**config.mk**
```make
export PLATFORM = sky130hd
export DESIGN_NAME = text_packet_header_parser
export DESIGN_NICKNAME = d
export VERILOG_FILES = /design/src/rtl/tphp_pkg.sv /design/src/rtl/tphp_digit_acc.sv /design/src/rtl/text_packet_header_parser.sv
export SDC_FILE = /design/constraint.sdc
export NUM_CORES = 1
export LEC_CHECK = 0
export BUFFER_PORTS_ARGS = -buffer_cell sky130_fd_sc_hd__buf_2
export CORE_MARGIN = 5
export CORE_UTILIZATION = 55
export CTS_CLUSTER_DIAMETER = 50
export DETAILED_ROUTE_END_ITERATION = 10
export PLACE_DENSITY = 0.77
export SYNTH_ARGS = -nofsm -noshare
export SYNTH_HDL_FRONTEND = slang
export SYNTH_SLANG_ARGS = --single-unit
```
**constraint.sdc**
```tcl
create_clock -name clk -period 9.39 [get_ports clk]
set_clock_uncertainty 0.1 [all_clocks]
set_input_delay 1.4085 -clock clk [delete_from_list [all_inputs] [get_ports clk]]
set_output_delay 1.4085 -clock clk [all_outputs]
set_load 0.01 [all_outputs]
```
**src/rtl/tphp_pkg.sv**
```systemverilog
// ----------------------------------------------------------------------------
// tphp_pkg: shared types and constants for the text packet header parser
// Phase and field-position codes, token kinds, error codes, byte classes.
// ----------------------------------------------------------------------------
package tphp_pkg;

	typedef enum logic [1:0] {
		PH_FIRST = 2'd0,
		PH_HEAD  = 2'd1,
		PH_BODY  = 2'd2
	} phase_t;

	typedef enum logic [3:0] {
		FP_PSTART = 4'd0,
		FP_PREST  = 4'd1,
		FP_MSTART = 4'd2,
		FP_MREST  = 4'd3,
		FP_NSTART = 4'd4,
		FP_NREST  = 4'd5,
		FP_SKIP   = 4'd6,
		FP_VDIG   = 4'd7,
		FP_VTAIL  = 4'd8
	} fpos_t;

	typedef logic [2:0] kind_t;
	localparam kind_t KIND_DELIM  = 3'd0;
	localparam kind_t KIND_PROTO  = 3'd1;
	localparam kind_t KIND_METHOD = 3'd2;
	localparam kind_t KIND_NAME   = 3'd3;
	localparam kind_t KIND_VALUE  = 3'd4;
	localparam kind_t KIND_BODY   = 3'd5;

	typedef logic [3:0] err_t;
	localparam err_t ERR_NONE         = 4'd0;
	localparam err_t ERR_EMPTY_FIRST  = 4'd1;
	localparam err_t ERR_PROTO_FIRST  = 4'd2;
	localparam err_t ERR_PROTO_CHAR   = 4'd3;
	localparam err_t ERR_METHOD_FIRST = 4'd4;
	localparam err_t ERR_METHOD_CHAR  = 4'd5;
	localparam err_t ERR_NAME_FIRST   = 4'd6;
	localparam err_t ERR_NAME_CHAR    = 4'd7;
	localparam err_t ERR_NO_VALUE     = 4'd8;
	localparam err_t ERR_VALUE_CHAR   = 4'd9;
	localparam err_t ERR_LEN_REPEAT   = 4'd10;
	localparam err_t ERR_LEN_NONPOS   = 4'd11;

	localparam logic [7:0] CH_LF    = 8'h0A;
	localparam logic [7:0] CH_CR    = 8'h0D;
	localparam logic [7:0] CH_SPACE = 8'h20;
	localparam logic [7:0] CH_PLUS  = 8'h2B;
	localparam logic [7:0] CH_DASH  = 8'h2D;
	localparam logic [7:0] CH_COLON = 8'h3A;
	localparam logic [7:0] CH_UNDER = 8'h5F;
	localparam logic [7:0] VAL_LO   = 8'd32;
	localparam logic [7:0] VAL_HI   = 8'd126;

	// length of the "content-length" key
	localparam logic [3:0] KEY_LEN = 4'd14;

	function automatic logic is_upper(input logic [7:0] c);
		return (c >= 8'h41) && (c <= 8'h5A);
	endfunction

	function automatic logic is_lower(input logic [7:0] c);
		return (c >= 8'h61) && (c <= 8'h7A);
	endfunction

	function automatic logic is_digit(input logic [7:0] c);
		return (c >= 8'h30) && (c <= 8'h39);
	endfunction

	function automatic logic is_value(input logic [7:0] c);
		return (c >= VAL_LO) && (c < VAL_HI);
	endfunction

	// lower-case key "content-length", one character per index
	function automatic logic [7:0] key_char(input logic [3:0] idx);
		logic [7:0] ch;
		case (idx)
			4'd0:    ch = 8'h63; // c
			4'd1:    ch = 8'h6F; // o
			4'd2:    ch = 8'h6E; // n
			4'd3:    ch = 8'h74; // t
			4'd4:    ch = 8'h65; // e
			4'd5:    ch = 8'h6E; // n
			4'd6:    ch = 8'h74; // t
			4'd7:    ch = 8'h2D; // -
			4'd8:    ch = 8'h6C; // l
			4'd9:    ch = 8'h65; // e
			4'd10:   ch = 8'h6E; // n
			4'd11:   ch = 8'h67; // g
			4'd12:   ch = 8'h74; // t
			4'd13:   ch = 8'h68; // h
			default: ch = 8'h00;
		endcase
		return ch;
	endfunction

endpackage

```
**src/rtl/tphp_digit_acc.sv**
```systemverilog
// ----------------------------------------------------------------------------
// tphp_digit_acc: saturating decimal accumulate step
// Computes acc * 10 + digit, clamped to the all-ones value of the width.
// ----------------------------------------------------------------------------
module tphp_digit_acc #(
	parameter int LENGTH_BITS = 32
) (
	input  logic [LENGTH_BITS-1:0] acc,
	input  logic [3:0]             digit,
	output logic [LENGTH_BITS-1:0] acc_next
);

	logic [LENGTH_BITS+3:0] sum;

	// times ten as two shifts and an add
	assign sum = {1'b0, acc, 3'b000} + {3'b000, acc, 1'b0}
		+ {{LENGTH_BITS{1'b0}}, digit};

	assign acc_next = (sum[LENGTH_BITS+3:LENGTH_BITS] != 4'd0)
		? {LENGTH_BITS{1'b1}} : sum[LENGTH_BITS-1:0];

endmodule

```
**src/rtl/text_packet_header_parser.sv**
```systemverilog
// ----------------------------------------------------------------------------
// text_packet_header_parser: byte-wise parser for text packet headers
// Checks the first line and header lines, picks up content-length and
// tags every byte (including body bytes) with its token kind and errors.
// ----------------------------------------------------------------------------
//
//  channel | handshake          | payload
//  --------+--------------------+-------------------------------------------
//  in      | in_valid/in_ready  | data_byte
//  out     | out_valid/out_ready| echo_byte, token_kind, token_start,
//          |                    | error_code, error_seen, line_end,
//          |                    | packet_end, body_length
//
//  One beat in gives exactly one beat out. Throughput is one byte per cycle
//  while out does not stall. A byte passes the input register, then parse
//  logic into the result register. The parse state updates when a byte moves
//  from the input register into the result register, so it always sees the
//  previous byte. arst_n clears all parse state to the start of a packet.
//  A stall on out holds the result register and then the input register;
//  in_ready drops only when both are full.
// ----------------------------------------------------------------------------
module text_packet_header_parser
	import tphp_pkg::*;
#(
	parameter int LENGTH_BITS = 32
) (
	input  logic                   clk,
	input  logic                   arst_n,
	input  logic                   in_valid,
	output logic                   in_ready,
	input  logic [7:0]             data_byte,
	output logic                   out_valid,
	input  logic                   out_ready,
	output logic [7:0]             echo_byte,
	output logic [2:0]             token_kind,
	output logic                   token_start,
	output logic [3:0]             error_code,
	output logic                   error_seen,
	output logic                   line_end,
	output logic                   packet_end,
	output logic [LENGTH_BITS-1:0] body_length
);

	// ---------------- input register ----------------
	logic       valid_s1;
	logic [7:0] byte_s1;
	logic       advance;

	// move the held byte through when the result register is free or draining
	assign advance  = valid_s1 && (!out_valid || out_ready);
	assign in_ready = !valid_s1 || advance;

	always_ff @(posedge clk or negedge arst_n) begin
		if (!arst_n) begin
			valid_s1 <= 1'b0;
		end else if (in_ready) begin
			valid_s1 <= in_valid;
		end
	end

	always_ff @(posedge clk) begin
		if (in_valid && in_ready) begin
			byte_s1 <= data_byte;
		end
	end

	// ---------------- parse state ----------------
	phase_t                 phase_q, phase_n;
	fpos_t                  fpos_q, fpos_n;
	logic                   discard_q, discard_n;
	logic [3:0]             midx_q, midx_n;
	logic                   mok_q, mok_n;
	logic [LENGTH_BITS-1:0] acc_q, acc_n;
	logic                   neg_q, neg_n;
	logic [LENGTH_BITS-1:0] clen_q, clen_n;
	logic [LENGTH_BITS-1:0] remain_q, remain_n;
	logic                   sticky_q, sticky_n;

	// result of the current byte
	kind_t      kind;
	logic       start;
	err_t       err;
	logic       le;
	logic       pe;

	logic [7:0]             c;
	logic [7:0]             lc;
	logic                   key_hit;
	logic [LENGTH_BITS-1:0] acc_digit;
	logic [LENGTH_BITS-1:0] remain_dec;
	logic                   name_char;
	logic                   tok_char;

	assign c         = byte_s1;
	assign lc        = is_upper(c) ? (c + 8'd32) : c;
	assign key_hit   = (midx_q < KEY_LEN) && (lc == key_char(midx_q));
	assign name_char = is_upper(c) || is_lower(c) || is_digit(c)
		|| (c == CH_UNDER) || (c == CH_DASH);
	assign tok_char  = is_upper(c) || is_digit(c) || (c == CH_UNDER);
	assign remain_dec = (remain_q != '0) ? (remain_q - 1'b1) : remain_q;

	tphp_digit_acc #(
		.LENGTH_BITS(LENGTH_BITS)
	) u_digit_acc (
		.acc      (acc_q),
		.digit    (c[3:0]),
		.acc_next (acc_digit)
	);

	always_comb begin
		phase_n   = phase_q;
		fpos_n    = fpos_q;
		discard_n = discard_q;
		midx_n    = midx_q;
		mok_n     = mok_q;
		acc_n     = acc_q;
		neg_n     = neg_q;
		clen_n    = clen_q;
		remain_n  = remain_q;
		kind      = KIND_DELIM;
		start     = 1'b0;
		err       = ERR_NONE;
		le        = 1'b0;
		pe        = 1'b0;

		case (phase_q)
			PH_BODY: begin
				// raw body byte; CR and LF count as data
				kind     = KIND_BODY;
				start    = (remain_q == clen_q);
				remain_n = remain_dec;
				pe       = (remain_dec == '0);
			end
			default: begin
				if (c == CH_CR) begin
					// drop
				end else if (c == CH_LF) begin
					le = 1'b1;
					if (!discard_q) begin
						if (phase_q == PH_FIRST) begin
							case (fpos_q)
								FP_PREST:  err = ERR_PROTO_CHAR;
								FP_MSTART: err = ERR_METHOD_FIRST;
								FP_MREST:  phase_n = PH_HEAD;
								default:   err = ERR_EMPTY_FIRST;
							endcase
						end else begin
							case (fpos_q)
								FP_NSTART: begin
									// empty line closes the headers
									if (clen_q != '0) begin
										phase_n  = PH_BODY;
										remain_n = clen_q;
									end else begin
										pe = 1'b1;
									end
								end
								FP_NREST: err = ERR_NAME_CHAR;
								FP_SKIP:  err = ERR_NO_VALUE;
								FP_VDIG, FP_VTAIL: begin
									if (mok_q) begin
										if (clen_q != '0) begin
											err = ERR_LEN_REPEAT;
										end else if (neg_q || (acc_q == '0)) begin
											err = ERR_LEN_NONPOS;
										end else begin
											clen_n = acc_q;
										end
									end
								end
								default: ;
							endcase
						end
					end
					if (!pe && (phase_n != PH_BODY)) begin
						fpos_n    = (phase_n == PH_FIRST) ? FP_PSTART : FP_NSTART;
						discard_n = 1'b0;
						midx_n    = '0;
						mok_n     = 1'b1;
						acc_n     = '0;
						neg_n     = 1'b0;
					end
				end else if (!discard_q) begin
					case (fpos_q)
						FP_PSTART: begin
							if (is_upper(c)) begin
								kind   = KIND_PROTO;
								start  = 1'b1;
								fpos_n = FP_PREST;
							end else begin
								err = ERR_PROTO_FIRST;
							end
						end
						FP_PREST: begin
							if (c == CH_SPACE) begin
								fpos_n = FP_MSTART;
							end else if (tok_char) begin
								kind = KIND_PROTO;
							end else begin
								err = ERR_PROTO_CHAR;
							end
						end
						FP_MSTART: begin
							if (is_upper(c)) begin
								kind   = KIND_METHOD;
								start  = 1'b1;
								fpos_n = FP_MREST;
							end else begin
								err = ERR_METHOD_FIRST;
							end
						end
						FP_MREST: begin
							if (tok_char) begin
								kind = KIND_METHOD;
							end else begin
								err = ERR_METHOD_CHAR;
							end
						end
						FP_NSTART: begin
							if (is_upper(c) || is_lower(c)) begin
								kind   = KIND_NAME;
								start  = 1'b1;
								fpos_n = FP_NREST;
								if (mok_q) begin
									if (key_hit) begin
										midx_n = midx_q + 4'd1;
									end else begin
										mok_n = 1'b0;
									end
								end
							end else begin
								err = ERR_NAME_FIRST;
							end
						end
						FP_NREST: begin
							if (c == CH_COLON) begin
								// name matches only if the whole key was seen
								mok_n  = mok_q && (midx_q == KEY_LEN);
								fpos_n = FP_SKIP;
							end else if (name_char) begin
								kind = KIND_NAME;
								if (mok_q) begin
									if (key_hit) begin
										midx_n = midx_q + 4'd1;
									end else begin
										mok_n = 1'b0;
									end
								end
							end else begin
								err = ERR_NAME_CHAR;
							end
						end
						FP_SKIP: begin
							if (c == CH_SPACE) begin
								// skip leading spaces
							end else if (!is_value(c)) begin
								err = ERR_VALUE_CHAR;
							end else begin
								kind   = KIND_VALUE;
								start  = 1'b1;
								fpos_n = FP_VDIG;
								if (c == CH_DASH) begin
									neg_n = 1'b1;
								end else if (c == CH_PLUS) begin
									// sign only
								end else if (is_digit(c)) begin
									acc_n = acc_digit;
								end else begin
									fpos_n = FP_VTAIL;
								end
							end
						end
						FP_VDIG, FP_VTAIL: begin
							if (!is_value(c)) begin
								err = ERR_VALUE_CHAR;
							end else begin
								kind = KIND_VALUE;
								if ((fpos_q == FP_VDIG) && is_digit(c)) begin
									acc_n = acc_digit;
								end else begin
									fpos_n = FP_VTAIL;
								end
							end
						end
						default: ;
					endcase
					if (err != ERR_NONE) begin
						discard_n = 1'b1;
					end
				end
			end
		endcase

		sticky_n = sticky_q || (err != ERR_NONE);
	end

	// result fields reflect the packet before any end-of-packet restart
	always_ff @(posedge clk or negedge arst_n) begin
		if (!arst_n) begin
			phase_q   <= PH_FIRST;
			fpos_q    <= FP_PSTART;
			discard_q <= 1'b0;
			midx_q    <= '0;
			mok_q     <= 1'b1;
			acc_q     <= '0;
			neg_q     <= 1'b0;
			clen_q    <= '0;
			remain_q  <= '0;
			sticky_q  <= 1'b0;
		end else if (advance) begin
			if (pe) begin
				// packet done: restart at a first line
				phase_q   <= PH_FIRST;
				fpos_q    <= FP_PSTART;
				discard_q <= 1'b0;
				midx_q    <= '0;
				mok_q     <= 1'b1;
				acc_q     <= '0;
				neg_q     <= 1'b0;
				clen_q    <= '0;
				remain_q  <= '0;
				sticky_q  <= 1'b0;
			end else begin
				phase_q   <= phase_n;
				fpos_q    <= fpos_n;
				discard_q <= discard_n;
				midx_q    <= midx_n;
				mok_q     <= mok_n;
				acc_q     <= acc_n;
				neg_q     <= neg_n;
				clen_q    <= clen_n;
				remain_q  <= remain_n;
				sticky_q  <= sticky_n;
			end
		end
	end

	// ---------------- result register ----------------
	always_ff @(posedge clk or negedge arst_n) begin
		if (!arst_n) begin
			out_valid <= 1'b0;
		end else if (advance) begin
			out_valid <= 1'b1;
		end else if (out_ready) begin
			out_valid <= 1'b0;
		end
	end

	always_ff @(posedge clk) begin
		if (advance) begin
			echo_byte   <= c;
			token_kind  <= kind;
			token_start <= start;
			error_code  <= err;
			error_seen  <= sticky_n;
			line_end    <= le;
			packet_end  <= pe;
			body_length <= clen_n;
		end
	end

	// ---------------- assertions ----------------
	a_body_remain_nonzero : assert property (@(posedge clk) disable iff (!arst_n)
		(phase_q == PH_BODY) |-> ((remain_q != '0) && (remain_q <= clen_q)))
		else $error("body phase with bad remaining count");

	a_error_sets_seen : assert property (@(posedge clk) disable iff (!arst_n)
		(out_valid && (error_code != ERR_NONE)) |-> error_seen)
		else $error("error reported without sticky flag");

	a_start_has_kind : assert property (@(posedge clk) disable iff (!arst_n)
		(out_valid && token_start) |-> (token_kind != KIND_DELIM))
		else $error("token start on a delimiter byte");

	a_packet_end_restarts : assert property (@(posedge clk) disable iff (!arst_n)
		(advance && pe) |=> ((phase_q == PH_FIRST) && !sticky_q && (clen_q == '0)))
		else $error("state not restarted after packet end");

endmodule

```
==> impl_metrics.ini, run 1 <==
[drt]
first_iter_violations = 934
wl_per_cell_um = 20.4
wl_um = 32400
antenna_left = 0
viasPerCell = 6.61
drtPass1Iterations = 5
via_count = 10500
drc = 0

[setup_path]
path_class = reg2reg
cpPeakStageDelay_ns = 0.69
cp-end-kind = flop
cp.required_ns = 9.55
rrSetupSlack_ns = 4.93
crit_arrival_ns = 4.62
cp_max_fo = 31
cp-start-kind = flop
cp_slowest_cell = or4_4
crit_chain = inv_1 > ha_1 > nor3b_4 > nand2_2 > or4_4 > a211o_1 > nor4_4 > and3_1 > a21oi_2 > buf_4 > o2bb2ai_1

[logic_synthesis]
synthArstFlopShare = 0.655
yosys_warnings = 0
synth-seq-cells = 171
netlist_instances = 1282
synth_ff_type = dfrtp_1
synth_edf_count = 59
synth.cell_area_mm2 = 0.0120
synth_seq_area_share = 0.382
synth_nets = 1368
syn_avg_cell_area_um2 = 9.34
synth.distinct_cells = 91

[cells_and_area]
drive_gt1_frac = 0.116
area_growth_syn_to_layout_pct = 8.07
stdcell_count = 1584
nNetsFinal = 1377
diodes = 0
final_area_mm2 = 0.0129

[timing]
report.final.slew_viol_count = 0
hold_violations = 0
fmax_ghz = 0.224
period_needed_ns = 4.46
worst_pin_slew_ns = 1.04
setup_viol = 0
rsz0062_at_grt = no
fin_crit_sh = 0.475
slew_headroom = 0.303
timing.setup.tns_ns = 0

[clocking]
root_buffer = clkbuf_16
clockBufferDepth = 2
clk_pin_slew_worst_paths_ns = 0.07
clk_latency_ns = 0.43
cts_tree = built
cts_buffers = 17
cts_resized = 0
cts_htree_levels = 4
cts_setup_buffers = 0
hold_buffers = 0
cts_sinks = 171

[power_and_ir_drop]
power.leakage_nw = 5.82
powerDensity_mw_per_mm2 = 125
ir_drop_v = 0.000112

[floorplanning]
die_width_um = 158
initial_core_util = 0.554
die-area_mm2 = 0.0248
fp.dieH_um = 158
core_mm2 = 0.0216
io_pins = 65
fp-row-count = 54

[job]
maxCapViolations = 0

[min_path]
hp-class = reg2reg

[global_route]
grt_pass1_vias = 9813
overflow = 0
grt_max_degree = 76
grt_pass1_wl_um = 52600
track_usage = 0.262
antenna_found_initial = 0

[run_status]
outcome = finished, final reports clean

[placement]
numPortBuffers = 64
postPlaceCellArea_mm2 = 0.0124
dpl.cell_count = 1552
place.gp.congestion = 0.946
hpwl_um = 23200
[sequential cells by signal, indices dropped and copies added, names as in the netlist]
signal / count
acc_q: 32
error_code: 4
clen_q: 32
remain_q: 32
byte_s1: 8
discard_q: 1
token_kind: 3
line_end: 1
echo_byte: 8
neg_q: 1
token_start: 1
phase_q: 2
fpos_q: 4
midx_q: 4
valid_s1: 1
out_valid: 1
mok_q: 1
body_length: 32
sticky_q: 1
error_seen: 1
packet_end: 1
[where the power goes]
part / internal [mW] / switching, mW
logic: 0.0353 / 0.0681
registers: 0.795 / 0.0188
clock network: 0.375 / 0.329
[per-layer routing]
metal	vias up	routed length, um	GRT usage
li1	4885	-	-
met1	5119	14300	0.380
met2	415	15200	0.414
met3	51	2120	0.0322
met4	0	729	0.0770
met5	-	0	0
[stage by stage]
stage	hold WS [ns]	utilization	power, mW	setup WS (ns)
2_1_floorplan	0.324	-	0.888	5.70
3_3_place_gp	0.379	0.571	0.929	5.03
3_5_place_dp	0.381	0.571	0.932	4.92
4_1_cts	0.406	0.598	1.62	4.89
5_1_grt	0.423	0.598	1.67	4.63
6_report	0.401	0.598	1.62	4.93
[cells in the mapped netlist (15+ instances only)]
library cell / instances / area (um2)
dfrtp_1: 111 / 2780
nor2_1: 108 / 405
nand2_1: 89 / 334
ha_1: 72 / 901
a21oi_1: 71 / 355
edfxtp_1: 59 / 1770
clkbuf_1: 56 / 210
o21ai_0: 56 / 280
a21o_1: 46 / 345
nand3_1: 42 / 210
xnor2_1: 41 / 359
nor4_1: 37 / 231
a22o_1: 35 / 307
inv_1: 35 / 131
o2bb2ai_1: 34 / 298
nor3_1: 33 / 165
xor2_1: 26 / 228
nand4_1: 25 / 156
buf_2: 18 / 90.1
o21a_1: 17 / 128
nor2b_1: 15 / 93.8
[layout by cell type (no fill, tap or decap), types with 11 or more instances in the layout]
master	instances
nor4_1	37
xnor2_1	41
xor2_1	26
nor3_1	32
buf_2	63
a22oi_1	14
o21ai_0	56
inv_1	34
nor2b_1	14
nand3_1	42
a21oi_1	70
edfxtp_1	59
nand4_1	25
nor2_1	108
a22o_1	35
and3_1	11
ha_1	72
o22ai_1	13
o211ai_1	12
buf_4	12
nand2b_1	11
or3_1	11
o2bb2ai_1	34
o21a_1	17
clkbuf_16	18
nand2_1	89
dfrtp_1	111
a21o_1	46
[worst max-delay path, delay by kind of cell (launching register included)]
| kind | cells | cell delay, ns |
|---|---|---|
| DFF | 1 | 0.46 |
| and+or+nand+nor | 5 | 2.29 |
| buffers and inverters | 2 | 0.46 |
| adders and majority gates | 1 | 0.36 |
| AOI/OAI and AO/OA | 3 | 0.61 |
[final timing paths]
check / to / from / cells after the start
max: acc_q[0]$_DFFE_PN0P_ / remain_q[0]$_DFFE_PN0P_ / 11
min: out_valid$_DFFE_PN0P_ / valid_s1$_DFFE_PN0N_ / 1
max reg2reg: acc_q[0]$_DFFE_PN0P_ / remain_q[0]$_DFFE_PN0P_ / 11
min reg2reg: out_valid$_DFFE_PN0P_ / valid_s1$_DFFE_PN0N_ / 1
max in group asynchronous: clen_q[2]$_DFFE_PN0P_ / arst_n / 2
min in group asynchronous: remain_q[31]$_DFFE_PN0P_ / arst_n / 1
[logic make-up after synthesis]
logic type	count (synthesis)	share of synthesized area
AOI/OAI and AO/OA	400	0.239
xor gates and xnor gates	67	0.0490
adders and majority gates	74	0.0786
buffers and inverters	120	0.0442
DFF	171	0.382
muxes	12	0.0112
and+or+nand+nor	438	0.196
[layout make-up]
class	count	area [um2]
well taps	280	350
clock buffers	20	468
multi-input cells	991	6890
inverters	35	131
clock inverters	12	116
flip-flops and latches	171	4580
repair buffers	75	405
fillers	1821	8680
Power figures use the tool's default switching activity.
==> run 2, diff against run 1 <==
--- a/config.mk
+++ b/config.mk
@@ -5,6 +5,7 @@
 export SDC_FILE = /design/constraint.sdc
 export NUM_CORES = 1
 export LEC_CHECK = 0
+export ABC_AREA = 1
 export BUFFER_PORTS_ARGS = -buffer_cell sky130_fd_sc_hd__buf_2
 export CORE_MARGIN = 5
 export CORE_UTILIZATION = 55
==> constraint.sdc (replaced) <==
create_clock -name clk -period 4.14 [get_ports clk]
set_clock_uncertainty 0.1 [all_clocks]
set_input_delay 0.621 -clock clk [delete_from_list [all_inputs] [get_ports clk]]
set_output_delay 0.621 -clock clk [all_outputs]
set_load 0.01 [all_outputs]
==> run 2 against run 1 <==
Net effect: total power grew to 2.9 times the previous value; combinational power grew to 9.5 times the previous value; final cell count rose by 33%; critical endpoint is now acc_q[12]$_DFFE_PN0P_.
==> impl_metrics.ini, run 2 <==
[clocking]
clk_pin_slew_worst_paths_ns = 0.07
cts_tree = built
root_buffer = clkbuf_16
clk_latency_ns = 0.44
clockBufferDepth = 2
cts_htree_levels = 4
cts_sinks = 171
cts_buffers = 17

[setup_path]
cp_common_cell = nand2_1
worstRegToRegCells = 17
path_class = reg2reg
crit_arrival_ns = 4.07
cp-start-kind = flop
cp-end-kind = flop
cp_max_fo = 33
cp.required_ns = 4.35
cp_slowest_cell = inv_1
crit_chain = nor2_1 > nand2_1 > nor2_2 > buf_4 > nand2_1 > o21ai_0 > nand2_1 > nand2_1 > nand2_1 > nor2_1 > nand4_1 > nor2_1 > nand3_1 > nand3_1 > inv_1 > nand4_1 > nand2_1
cpPeakStageDelay_ns = 0.49

[placement]
place.gp.congestion = 1.01
numPortBuffers = 64
hpwl_um = 30000

[cells_and_area]
drive_gt1_frac = 0.0851
most-common-layout-cells = 473 x nand2_1, 197 x nor2_1, 185 x inv_1, 128 x o21ai_0, 111 x dfrtp_1
area_growth_syn_to_layout_pct = 9.93
layout_commonest_cell = nand2_1
nNetsFinal = 1894
diodes = 0

[power_and_ir_drop]
combPwrFrac = 0.207
power.leakage_nw = 7.43
internal_power_mw = 3.20
powerDensity_mw_per_mm2 = 344
seqPwrFrac = 0.444
switching_power_mw = 1.55
switching_share = 0.326
ir_drop_v = 0.000263
p_clk_frac = 0.349

[floorplanning]
io_pins = 65
fp.dieH_um = 161
die-area_mm2 = 0.0260
die_width_um = 161
initial_core_util = 0.557
fp-row-count = 55
core_mm2 = 0.0226

[logic_synthesis]
synthTopCellsByCount = 473 x nand2_1, 198 x nor2_1, 185 x inv_1
synth_top_cell_area_share = 0.221
synthArstFlopShare = 0.655
synth_edf_count = 59
synth_area_leaders = dfrtp_1 22%, nand2_1 14%, edfxtp_1 14%
syn_avg_cell_area_um2 = 7.18
synth.most_common_cell = nand2_1
synth.distinct_cells = 49
netlist_instances = 1751
synth_seq_area_share = 0.364
synth_nets = 1837
synth.cell_area_mm2 = 0.0126
yosys_warnings = 0
synth_ff_type = dfrtp_1
synth-seq-cells = 171
synth_top_cell_by_area = dfrtp_1

[timing]
setup_viol = 0
fin_crit_sh = 0.933
report.final.slew_viol_count = 0
hold_ws_ns = 0.0438
timing.setup.tns_ns = 0
hold_violations = 0
worst_pin_slew_ns = 0.985
slew_headroom = 0.343
fmax_ghz = 0.259
period_needed_ns = 3.86
rsz0062_at_grt = no

[drt]
viasPerCell = 5.83
first_iter_violations = 1244
wl_um = 38400
antenna_left = 0
drtPass1Iterations = 6
via_count = 12300
wl_per_cell_um = 18.2
drc = 0

[global_route]
grt_max_degree = 81
grt_pass1_vias = 11400
track_usage = 0.294
overflow = 0
antenna_found_initial = 0
grt_pass1_wl_um = 61400

[min_path]
hp-class = in2async

[run_status]
outcome = finished, final reports clean

[job]
maxCapViolations = 0
-- run 2: cell count changes after synthesis, sizes merged, moves of 16 or more --
cell | previous run | this run
clkbuf | 56 | 38
nand4 | 26 | 72
o2bb2ai | 34 | 0
o21ai | 57 | 131
nor4 | 43 | 22
nor2 | 109 | 208
nand2 | 90 | 485
xnor2 | 41 | 24
nand3 | 44 | 104
inv | 35 | 187
buf | 29 | 13
a22o | 35 | 0
a21o | 46 | 9
-- run 2: path summary, 6_finish.rpt --
| path | start | to | slack (ns) |
|---|---|---|---|
| hold / removal | arst_n | remain_q[4]$_DFFE_PN0P_ | 0.04 |
| max in group asynchronous | arst_n | clen_q[29]$_DFFE_PN0P_ | 3.09 |
| hold reg to reg | mok_q$_DFFE_PN1P_ | mok_q$_DFFE_PN1P_ | 0.40 |
| setup reg to reg | remain_q[2]$_DFFE_PN0P_ | acc_q[12]$_DFFE_PN0P_ | 0.28 |
| setup / recovery | remain_q[2]$_DFFE_PN0P_ | acc_q[12]$_DFFE_PN0P_ | 0.28 |
| min in group clk | data_byte[7] | byte_s1[7]$_DFFE_PP_ | 0.25 |
-- run 2: cell type report --
| cell class | count | area [um2] |
|---|---|---|
| clock inverters | 15 | 180 |
| fillers | 2112 | 8750 |
| inverters | 188 | 708 |
| clock buffers | 17 | 425 |
| well taps | 285 | 357 |
| flip-flops and latches | 171 | 4580 |
| repair buffers | 89 | 523 |
| multi-input cells | 1341 | 7060 |
-- run 2: metrics by stage --
| stage | setup slack (ns) | util | power, mW | instance area, um2 | std cells |
|---|---|---|---|---|---|
| 5_1_grt | 0.00227 | 0.613 | 4.95 | 13800 | 2106 |
| 4_1_cts | 0.301 | 0.612 | 4.76 | 13800 | 2106 |
| 2_1_floorplan | 0.862 | - | 2.71 | 12600 | 1751 |
| 6_report | 0.278 | 0.613 | 4.75 | 13800 | 2106 |
| 3_3_place_gp | 0.381 | 0.585 | 3.09 | 13200 | 2074 |
| 3_5_place_dp | 0.333 | 0.585 | 3.11 | 13200 | 2074 |
-- run 2: cell families after synthesis --
group | Yosys count | share of synthesized area
buffers and inverters | 239 | 0.0759
AOI/OAI and AO/OA | 291 | 0.131
muxes | 1 | 0.000895
xor gates and xnor gates | 47 | 0.0327
and+or+nand+nor | 928 | 0.321
DFF | 171 | 0.364
adders and majority gates | 74 | 0.0748
-- run 2: power groups by stage --
stage	combinational, mW	clock (mW)	sequential, mW
6_report	0.981	1.66	2.11
5_1_grt	1.07	1.75	2.13
4_1_cts	0.974	1.68	2.10
3_5_place_dp	0.970	0	2.14
3_3_place_gp	0.952	0	2.13
2_1_floorplan	0.567	0	2.15
-- run 2: worst max-delay path: cells and delay by family (launching register included) --
kind                   cells  cell delay, ns
buffers and inverters      2            0.70
and+or+nand+nor           14            2.25
DFF                        1            0.48
AOI/OAI and AO/OA          1            0.19
-- run 2: layer usage --
layer | global-route usage | wire [um] | vias up
li1 | - | - | 6025
met1 | 0.430 | 17600 | 5721
met2 | 0.460 | 17300 | 467
met3 | 0.0360 | 2360 | 69
met4 | 0.0938 | 1150 | 0
met5 | 0 | 0 | -
-- run 2: timing repair --
item	4_1_cts	5_1_grt
endpoints found under the setup margin	0	25
gates resized for setup	0	1
setup buffers	0	0
hold buffers	0	0
==> run 3, diff against run 2 <==
--- a/config.mk
+++ b/config.mk
@@ -6,10 +6,9 @@
 export NUM_CORES = 1
 export LEC_CHECK = 0
 export ABC_AREA = 1
-export BUFFER_PORTS_ARGS = -buffer_cell sky130_fd_sc_hd__buf_2
-export CORE_MARGIN = 5
+export BUFFER_PORTS_ARGS = -buffer_cell sky130_fd_sc_hd__buf_4
 export CORE_UTILIZATION = 55
-export CTS_CLUSTER_DIAMETER = 50
+export CTS_CLUSTER_DIAMETER = 60
 export DETAILED_ROUTE_END_ITERATION = 10
 export PLACE_DENSITY = 0.77
 export SYNTH_ARGS = -nofsm -noshare
==> run 3 against run 2 <==
Net effect: sequential power about the same; combinational power about the same; die area down 9.7%; design area up 0.90%; highest routed layer unchanged; via count up 1.4%; core utilization up 1.9 points; largest power group unchanged.
==> impl_metrics.ini, run 3 (synthesized netlist as in run 2, its figures left out) <==
[drt]
wl_um = 39200
via_count = 12500
first_iter_violations = 1129
viasPerCell = 5.92
wl_per_cell_um = 18.6
drc = 0
antenna_left = 0
drtPass1Iterations = 6

[clocking]
cts_sinks = 171
cts_tree = built
hold_buffers = 0
cts_htree_levels = 4
cts_buffers = 17
clockBufferDepth = 2
cts_setup_buffers = 0
clk_pin_slew_worst_paths_ns = 0.07
root_buffer = clkbuf_16
clk_latency_ns = 0.44
cts_resized = 0

[cells_and_area]
area_growth_syn_to_layout_pct = 10.9
fill_cells = 2056
stdcell_count = 2104
layout_commonest_cell = nand2_1
diodes = 0
nNetsFinal = 1897
multiInputGateArea_mm2 = 0.00705
finish.utilization = 0.631
register_area_mm2 = 0.00458
most-common-layout-cells = 473 x nand2_1, 197 x nor2_1, 185 x inv_1, 128 x o21ai_0, 111 x dfrtp_1
drive_gt1_frac = 0.0861

[timing]
worst_pin_slew_ns = 1.00
setup_viol = 0
rsz0062_at_grt = no
report.final.slew_viol_count = 0
timing.setup.tns_ns = 0
hold_violations = 0
slew_headroom = 0.331
period_needed_ns = 3.82
fmax_ghz = 0.262
fin_crit_sh = 0.924

[power_and_ir_drop]
powerDensity_mw_per_mm2 = 339
switching_share = 0.320
ir_drop_v = 0.000328
internal_power_mw = 3.22
seqPwrFrac = 0.448
power.leakage_nw = 7.45
p_clk_frac = 0.339
combPwrFrac = 0.212
switching_power_mw = 1.52
finalPower_mw = 4.74

[placement]
dpl.cell_count = 2072
place.gp.congestion = 1.01
hpwl_um = 30200
numPortBuffers = 64

[global_route]
grt_max_degree = 75
track_usage = 0.340
grt_pass1_wl_um = 63000
grt_pass1_vias = 11600
overflow = 0
antenna_found_initial = 0

[floorplanning]
die-area_mm2 = 0.0235
fp-row-count = 54
initial_core_util = 0.569
io_pins = 65
die_width_um = 153
core_mm2 = 0.0221
fp.dieH_um = 153

[setup_path]
cp_slowest_cell = dfrtp_1
rrSetupSlack_ns = 0.32
crit_chain = inv_1 > ha_1 > nand2_1 > nor2_1 > nand2_1 > inv_1 > nand2_1 > nand2_1 > nand2_1 > nand2_1 > nand2_1 > nor2_1 > nand4_1 > nor2_1 > nand3_1 > nand3_1 > inv_1 > buf_4 > nand4_1 > nand2_1
cp_common_cell = nand2_1
cp-start-kind = flop
cp.required_ns = 4.36
cp.buffers_inverters = 4
r2r-start = remain_q[0]$_DFFE_PN0P_
worstRegToRegCells = 20
crit_arrival_ns = 4.04
cp-end-kind = flop
cpPeakStageDelay_ns = 0.42
worst_r2r_endpoint = acc_q[27]$_DFFE_PN0P_
path_class = reg2reg
path_delay_family = simple AND/OR/NAND/NOR gates
cp_max_fo = 33

[min_path]
hp-class = in2async

[job]
maxCapViolations = 0

[run_status]
outcome = finished, final reports clean
-- run 3: cell types whose count changed in the layout (fill, tap and decap cells not counted), sizes merged --
cell	before	now
buf	89	92
clkbuf	17	18
clkinv	4	5
clkinvlp	1	5
inv	196	190
-- run 3: how the worst max path moves through the flow --
stage	startpoint	to	cells after the start
finish	remain_q[0]$_DFFE_PN0P_	acc_q[27]$_DFFE_PN0P_	20
global route	remain_q[2]$_DFFE_PN0P_	acc_q[0]$_DFFE_PN0P_	16
CTS	remain_q[2]$_DFFE_PN0P_	acc_q[27]$_DFFE_PN0P_	16
detailed placement	remain_q[2]$_DFFE_PN0P_	acc_q[27]$_DFFE_PN0P_	16
global placement	remain_q[2]$_DFFE_PN0P_	acc_q[30]$_DFFE_PN0P_	16
floorplan	byte_s1[3]$_DFFE_PP_	acc_q[0]$_DFFE_PN0P_	18
-- run 3: power by group through the flow --
stage               Combinational [mW]  Clock (mW)  Sequential (mW)
floorplan                        0.567           0             2.15
global placement                 0.983           0             2.15
detailed placement               0.994           0             2.15
CTS                              0.999        1.61             2.12
global route                      1.10        1.68             2.14
finish                            1.01        1.61             2.12
-- run 3: through the flow --
step	setup slack [ns]	area [um2]	hold slack, ns
after floorplan	0.862	12600	0.225
after global placement	0.439	13400	0.362
after detailed placement	0.437	13400	0.369
after CTS	0.405	13900	0.244
after global routing	0.00803	13900	0.246
final	0.316	13900	0.227
-- run 3: metal layers --
metal  vias up  global-route usage  wire length, um
met5         -                   0                0
met4         0               0.124             1220
met2       498               0.525            17800
met3        69              0.0513             2720
met1      5871               0.485            17400
li1       6021                   -                -
-- run 3: layout make-up --
type | count | share of cell area
flip-flops and latches | 171 | 0.328
multi-input cells | 1341 | 0.505
inverters | 188 | 0.0508
repair buffers | 92 | 0.0495
clock buffers | 18 | 0.0308
well taps | 280 | 0.0251
clock inverters | 14 | 0.0105
